===== src/design/uartrb_pkg.sv =====
// Request codes and shared types for the UART dual ring buffer.
package uartrb_pkg;

    typedef enum logic [2:0] {
        REQ_PUT      = 3'd0,
        REQ_GET      = 3'd1,
        REQ_TX_READY = 3'd2,
        REQ_RX_BYTE  = 3'd3,
        REQ_TX_FLUSH = 3'd4,
        REQ_RX_FLUSH = 3'd5
    } t_req_type;

    typedef struct packed {
        logic vld;
        logic from_rx;
        logic byte_vld;
        logic put_acc;
        logic overrun;
    } t_res_ctrl;

endpackage


===== src/design/uartrb_ram.sv =====
// Generic single-write, single-read RAM with registered read data.
module uartrb_ram #(
    parameter int WIDTH = 8,
    parameter int DEPTH = 8
) (
    input  logic                     i_clk,
    input  logic                     i_we,
    input  logic [$clog2(DEPTH)-1:0] i_waddr,
    input  logic [WIDTH-1:0]         i_wdata,
    input  logic [$clog2(DEPTH)-1:0] i_raddr,
    output logic [WIDTH-1:0]         o_rdata
);

    logic [WIDTH-1:0] r_mem [DEPTH];
    logic [WIDTH-1:0] r_rdata;

    always_ff @(posedge i_clk) begin
        if (i_we) begin
            r_mem[i_waddr] <= i_wdata;
        end
        r_rdata <= r_mem[i_raddr];
    end

    assign o_rdata = r_rdata;

endmodule


===== src/design/uart_dual_ring_buffer_core.sv =====
// Top level of the UART dual ring buffer: transmit and receive byte rings.
//
// A request (i_req_type, i_byte_in) is taken at a rising edge with start
// high and busy low. Codes: host put, host get, transmitter ready, byte
// received, flush transmit, flush receive; other codes only report levels.
// Each request gives one result, shown for exactly one cycle with o_strobe
// high from the result register, which follows the request register.
// The receiver cannot stall. While busy is low, a new request can be taken
// every cycle: the request is first registered, then the ring pointers
// and fill counts are updated and the ring RAM is read (registered read),
// and the result is driven from the RAM read register and the updated
// fill counts. Throughput is one request per cycle while busy is low.
// Reset (synchronous, active low) empties both rings and drops requests in
// flight; busy stays high during reset and drops in the cycle after it ends.
// Ring contents are not cleared; the fill counts keep unwritten slots from
// ever being read.
module uart_dual_ring_buffer_core #(
    parameter int RING_DEPTH = 8
) (
    input  logic       i_clk,
    input  logic       i_rst_n,
    input  logic       start,
    output logic       busy,
    input  logic [2:0] i_req_type,
    input  logic [7:0] i_byte_in,
    output logic       o_strobe,
    output logic [7:0] o_byte_out,
    output logic       o_byte_valid,
    output logic       o_put_accepted,
    output logic       o_rx_overrun,
    output logic [3:0] o_tx_level,
    output logic [3:0] o_rx_level,
    output logic       o_tx_irq_enable
);

    localparam int PTR_W  = (RING_DEPTH > 1) ? $clog2(RING_DEPTH) : 1;
    localparam int FILL_W = $clog2(RING_DEPTH + 1);

    logic                   r_busy;
    logic                   r_req_vld;
    uartrb_pkg::t_req_type  r_req_type;
    logic [7:0]             r_req_byte;

    logic [PTR_W-1:0]  r_tx_rp, r_tx_wp, r_rx_rp, r_rx_wp;
    logic [PTR_W-1:0]  n_tx_rp, n_tx_wp, n_rx_rp, n_rx_wp;
    logic [FILL_W-1:0] r_tx_fill, r_rx_fill, n_tx_fill, n_rx_fill;

    uartrb_pkg::t_res_ctrl r_res, n_res;

    logic       tx_we, rx_we;
    logic [7:0] tx_rdata, rx_rdata;
    logic       tx_full, rx_full, tx_empty, rx_empty;

    logic [FILL_W+3:0] tx_fill_ext, rx_fill_ext;

    function automatic logic [PTR_W-1:0] advance(input logic [PTR_W-1:0] p);
        logic [PTR_W-1:0] q;
        q = (p == PTR_W'(RING_DEPTH - 1)) ? '0 : p + 1'b1;
        return q;
    endfunction

    always_ff @(posedge i_clk) begin
        if (!i_rst_n) begin
            r_busy    <= 1'b1;
            r_req_vld <= 1'b0;
        end else begin
            r_busy    <= 1'b0;
            r_req_vld <= start && !r_busy;
        end
        r_req_type <= uartrb_pkg::t_req_type'(i_req_type);
        r_req_byte <= i_byte_in;
    end

    assign tx_full  = (r_tx_fill == FILL_W'(RING_DEPTH));
    assign rx_full  = (r_rx_fill == FILL_W'(RING_DEPTH));
    assign tx_empty = (r_tx_fill == '0);
    assign rx_empty = (r_rx_fill == '0);

    always_comb begin
        n_tx_rp   = r_tx_rp;
        n_tx_wp   = r_tx_wp;
        n_tx_fill = r_tx_fill;
        n_rx_rp   = r_rx_rp;
        n_rx_wp   = r_rx_wp;
        n_rx_fill = r_rx_fill;
        tx_we     = 1'b0;
        rx_we     = 1'b0;
        n_res     = '0;
        n_res.vld = r_req_vld;
        if (r_req_vld) begin
            unique case (r_req_type)
                uartrb_pkg::REQ_PUT: begin
                    if (!tx_full) begin
                        tx_we         = 1'b1;
                        n_tx_wp       = advance(r_tx_wp);
                        n_tx_fill     = r_tx_fill + 1'b1;
                        n_res.put_acc = 1'b1;
                    end
                end
                uartrb_pkg::REQ_GET: begin
                    if (!rx_empty) begin
                        n_rx_rp        = advance(r_rx_rp);
                        n_rx_fill      = r_rx_fill - 1'b1;
                        n_res.byte_vld = 1'b1;
                        n_res.from_rx  = 1'b1;
                    end
                end
                uartrb_pkg::REQ_TX_READY: begin
                    if (!tx_empty) begin
                        n_tx_rp        = advance(r_tx_rp);
                        n_tx_fill      = r_tx_fill - 1'b1;
                        n_res.byte_vld = 1'b1;
                    end
                end
                uartrb_pkg::REQ_RX_BYTE: begin
                    rx_we   = 1'b1;
                    n_rx_wp = advance(r_rx_wp);
                    if (!rx_full) begin
                        n_rx_fill = r_rx_fill + 1'b1;
                    end else begin
                        n_rx_rp       = advance(r_rx_rp);
                        n_res.overrun = 1'b1;
                    end
                end
                uartrb_pkg::REQ_TX_FLUSH: begin
                    n_tx_rp   = '0;
                    n_tx_wp   = '0;
                    n_tx_fill = '0;
                end
                uartrb_pkg::REQ_RX_FLUSH: begin
                    n_rx_rp   = '0;
                    n_rx_wp   = '0;
                    n_rx_fill = '0;
                end
                default: begin
                end
            endcase
        end
    end

    always_ff @(posedge i_clk) begin
        if (!i_rst_n) begin
            r_tx_rp   <= '0;
            r_tx_wp   <= '0;
            r_tx_fill <= '0;
            r_rx_rp   <= '0;
            r_rx_wp   <= '0;
            r_rx_fill <= '0;
            r_res     <= '0;
        end else begin
            r_tx_rp   <= n_tx_rp;
            r_tx_wp   <= n_tx_wp;
            r_tx_fill <= n_tx_fill;
            r_rx_rp   <= n_rx_rp;
            r_rx_wp   <= n_rx_wp;
            r_rx_fill <= n_rx_fill;
            r_res     <= n_res;
        end
    end

    uartrb_ram #(
        .WIDTH (8),
        .DEPTH (RING_DEPTH)
    ) u_tx_ram (
        .i_clk   (i_clk),
        .i_we    (tx_we),
        .i_waddr (r_tx_wp),
        .i_wdata (r_req_byte),
        .i_raddr (r_tx_rp),
        .o_rdata (tx_rdata)
    );

    uartrb_ram #(
        .WIDTH (8),
        .DEPTH (RING_DEPTH)
    ) u_rx_ram (
        .i_clk   (i_clk),
        .i_we    (rx_we),
        .i_waddr (r_rx_wp),
        .i_wdata (r_req_byte),
        .i_raddr (r_rx_rp),
        .o_rdata (rx_rdata)
    );

    assign tx_fill_ext = {4'b0, r_tx_fill};
    assign rx_fill_ext = {4'b0, r_rx_fill};

    assign busy            = r_busy;
    assign o_strobe        = r_res.vld;
    assign o_byte_valid    = r_res.vld && r_res.byte_vld;
    assign o_byte_out      = !o_byte_valid ? 8'h00 : (r_res.from_rx ? rx_rdata : tx_rdata);
    assign o_put_accepted  = r_res.vld && r_res.put_acc;
    assign o_rx_overrun    = r_res.vld && r_res.overrun;
    assign o_tx_level      = tx_fill_ext[3:0];
    assign o_rx_level      = rx_fill_ext[3:0];
    assign o_tx_irq_enable = !tx_empty;

    a_fill_bound: assert property (@(posedge i_clk) disable iff (!i_rst_n)
        (r_tx_fill <= FILL_W'(RING_DEPTH)) && (r_rx_fill <= FILL_W'(RING_DEPTH)))
        else $error("ring fill count beyond depth");

    a_latency: assert property (@(posedge i_clk) disable iff (!i_rst_n)
        (start && !busy) |=> ##1 o_strobe)
        else $error("request without result two cycles later");

    a_put_irq: assert property (@(posedge i_clk) disable iff (!i_rst_n)
        o_put_accepted |-> o_tx_irq_enable)
        else $error("accepted put left transmit ring empty");

    a_overrun_full: assert property (@(posedge i_clk) disable iff (!i_rst_n)
        o_rx_overrun |-> (r_rx_fill == FILL_W'(RING_DEPTH)))
        else $error("overrun without full receive ring");

endmodule

===== config.mk =====
export PLATFORM = sky130hd
export DESIGN_NAME = uart_dual_ring_buffer_core
export DESIGN_NICKNAME = d
export VERILOG_FILES = /design/src/design/uartrb_pkg.sv /design/src/design/uartrb_ram.sv /design/src/design/uart_dual_ring_buffer_core.sv
export SDC_FILE = /design/constraint.sdc
export NUM_CORES = 1
export LEC_CHECK = 0
export ABC_AREA = 1
export BUFFER_PORTS_ARGS = -buffer_cell sky130_fd_sc_hd__buf_2
export CAP_MARGIN = 0
export CORE_MARGIN = 1.5
export CORE_UTILIZATION = 40
export DETAILED_ROUTE_END_ITERATION = 7
export GPL_TIMING_DRIVEN = 0
export PLACE_DENSITY_LB_ADDON = 0.2
export SYNTH_ARGS = -nofsm -noshare
export SYNTH_HDL_FRONTEND = slang
export SYNTH_SLANG_ARGS = --single-unit

===== constraint.sdc =====
create_clock -name i_clk -period 4.4 [get_ports i_clk]
set_clock_uncertainty 0.2 [all_clocks]
set_input_delay 0.22 -clock i_clk [delete_from_list [all_inputs] [get_ports i_clk]]
set_output_delay 0.22 -clock i_clk [all_outputs]
set_load 0.05 [all_outputs]

==> flow_metrics.env <==
export IMPL_r2r_start="r_req_type[2]"
export IMPL_worstPathRequired_ps=4240
export IMPL_regArea_um2=4925
export IMPL_netlist_instances=655
export IMPL_p_seq_frac=0.541
export IMPL_avgSynthCellArea_um2=11.12
export IMPL_leakagePower_nw=3.133
export IMPL_synth_edf_count=128
export IMPL_setup_viol=0
export IMPL_grt_pass1_vias=4978
export IMPL_status="finished, final reports clean"
export IMPL_cts_resized=0
export IMPL_power_switching_mw=0.7279
export IMPL_ys_types=38
export IMPL_worst_pin_slew_ps=1270
export IMPL_place_inst=919
export IMPL_async_flop_share=0
export IMPL_postCtsSetupBuffers=0
export IMPL_io_pins=36
export IMPL_setup_ws_ps=1730
export IMPL_wl_met2_mm=7.467
export IMPL_period_share=0.6068
export IMPL_drv_slew=0
export IMPL_finalNonFillerCells=964
export IMPL_switching_share=0.2099
export IMPL_final_hold_viol_count=0
export IMPL_routed_top_layer="met4"
export IMPL_holdPathStages=1
export IMPL_synth_top_cell_area_share=0.5278
export IMPL_h_tree_depth=4
export IMPL_routed_via_count=4882
export IMPL_critical_path_arrival_ps=2510
export IMPL_min_path_type="reg2reg"
export IMPL_ir_drop_uv=283.1
export IMPL_worstSetupPathType="reg2reg"
export IMPL_grt_total_usage=0.1821
export IMPL_met1Wirelength_mm=7.703
export IMPL_hold_buffers=13
export IMPL_fill_cells=1639
export IMPL_power_density_nw_per_um2=410.2
export IMPL_grt_max_degree=17
export IMPL_clk_pin_slew_worst_paths_ps=70
export IMPL_crit_path_end_kind="flip-flop"
export IMPL_initial_core_util=0.4068
export IMPL_postRouteWirelength_mm=15.98
export IMPL_die_h_um=137.9
export IMPL_core_area_um2=17900
export IMPL_clockPowerShare=0.424
export IMPL_crit_fanout=8
export IMPL_first_iter_violations=415
export IMPL_antenna_found_initial=0
export IMPL_relSlewSlack=0.1469
export IMPL_die_area_um2=19020
export IMPL_avgViaCountPerCell=5.064
export IMPL_reg2reg_setup_slack_ps=1730
export IMPL_critPathLaunchType="flip-flop"
export IMPL_total_power_mw=3.467
export IMPL_synth_area_top_cells="edfxtp_1 53%, dfxtp_1 15%, nor2_1 6.5%"
export IMPL_synth_nets=682
export IMPL_nets=749
export IMPL_clk_latency_ps=430
export IMPL_cts_buffers_inserted=17
export IMPL_cts_tree="yes"
export IMPL_placement_io_buffers=35
export IMPL_fin_tns_setup_ps=0
export IMPL_gp_congestion=0.8328
export IMPL_grt_pass1_wl_mm=25.66
export IMPL_ant_nets=0
export IMPL_dp_hpwl_mm=10.82
export IMPL_hp_start="busy"
export IMPL_synthFlopType="edfxtp_1"
export IMPL_drtPass1Iterations=5
export IMPL_hold_worst_slack_ps=221.1
export IMPL_p_int_mw=2.739
export IMPL_whs_endpoint="r_req_vld"
export IMPL_multi_input_area_um2=2112
export IMPL_period_needed_ps=2670
export IMPL_pre_cts_ws_ps=1539
export IMPL_grt_setup_unrepaired="false"
export IMPL_drive_gt1_frac=0.1469
export IMPL_cap_violations=0
export IMPL_cts_buffer_depth=2
export IMPL_synthToLayoutAreaGrowth_pct=16.08
export IMPL_pwr_share_comb=0.035
export IMPL_overflow=0
export IMPL_ff2ff_path_depth=5
export IMPL_drc=0
export IMPL_fmaxAchievable_mhz=374.6
export IMPL_numClockSinks=182
export IMPL_num_antenna_cells=0
export IMPL_die_x_um=137.9
export IMPL_rows=49
export IMPL_root_buffer="clkbuf_16"
export IMPL_netlist_area_um2=7282
export IMPL_synth_seq_cells=182
export IMPL_wire_per_inst_um=16.58
export IMPL_synth_seq_area_share=0.6763
export IMPL_yosysWarnings=0
export IMPL_yosysTopAreaCell="edfxtp_1"
export IMPL_reg2reg_to="u_rx_ram.r_mem[2][0]"
export IMPL_wl_met3_um=634
-- synth_stat cells (all sizes together), types with 2 or more instances --
master / number
xnor2: 2
nor2: 139
buf: 9
a21oi: 26
nand3: 17
clkinv: 2
ha: 12
dfxtp: 54
edfxtp: 128
clkbuf: 16
o32ai: 32
inv: 37
nor3: 4
o21ai: 40
xor2: 2
nand2: 126
or2: 2
-- metal layers --
layer | vias to the layer above | track usage
li1 | 2390 | -
met1 | 2355 | 0.2523
met2 | 118 | 0.2888
met3 | 19 | 0.03655
met4 | 0 | 0.05787
met5 | - | 0
-- cell families after synthesis --
kind of cell               synth area share
DFF                                  0.6763
adders and majority gates           0.02337
xor gates and xnor gates           0.004812
and+or+nand+nor                      0.1710
buffers and inverters               0.03436
AOI/OAI and AO/OA                   0.09021
-- power groups by stage --
stage          Combinational (mW)  Clock [mW]  Sequential (mW)
6_report                    0.121        1.47             1.88
3_5_place_dp                0.112           0             1.91
4_1_cts                     0.122        1.49             1.88
3_3_place_gp                0.110           0             1.91
2_1_floorplan              0.0733           0             1.91
5_1_grt                     0.135        1.56             1.88
-- placed cells by master, fill, tap and decap left out, types with 17 or more instances in the layout --
master	instances
o32ai_1	32
nor2_1	126
inv_1	33
dfxtp_1	54
clkbuf_1	17
a21oi_1	22
nand2_1	120
buf_2	42
o21ai_0	34
clkbuf_16	17
edfxtp_1	128
-- flip-flops by register name, summed over array words and instances (netlist names) --
name and flops:
u_rx_ram.r_mem 64, u_tx_ram.r_mem 64, r_req_byte 8, u_rx_ram.o_rdata 8, u_tx_ram.o_rdata 8, o_rx_level 4, o_tx_level 4, r_res 4
r_req_type 3, r_rx_rp 3, r_rx_wp 3, r_tx_rp 3, r_tx_wp 3, busy 1, o_strobe 1, r_req_vld 1
-- worst max path at each step --
stage / from / end
after floorplan: o_tx_level[1] / u_tx_ram.r_mem[0][0]
after global placement: r_req_type[2] / u_rx_ram.r_mem[3][2]
after detailed placement: r_req_type[2] / u_rx_ram.r_mem[3][2]
after CTS: r_req_type[2] / u_rx_ram.r_mem[3][7]
after global routing: r_req_type[2] / u_rx_ram.r_mem[2][0]
final: r_req_type[2] / u_rx_ram.r_mem[2][0]
-- through the flow --
step | cell area (um^2) | util
finish | 8453 | 0.4722
global route | 8453 | 0.4722
CTS | 8448 | 0.4719
detailed placement | 7744 | 0.4326
global placement | 7744 | 0.4326
floorplan | 7282 | -
-- final cells by class --
class,count,area share
multi-input cells,409,0.2499
well taps,229,0.03390
flip-flops and latches,182,0.5826
inverters,39,0.01747
repair buffers,48,0.03612
clock inverters,13,0.01554
plain buffers,25,0.01214
clock buffers,19,0.05240
-- critical path, cell delays in order (launching register included) --
cell     delay (ps)
dfxtp_1         340
inv_2           170
nand3_4         170
nor2_2          240
nand2_1         160
nor3_1          990
No activity file was read; power rests on OpenSTA's default activity.
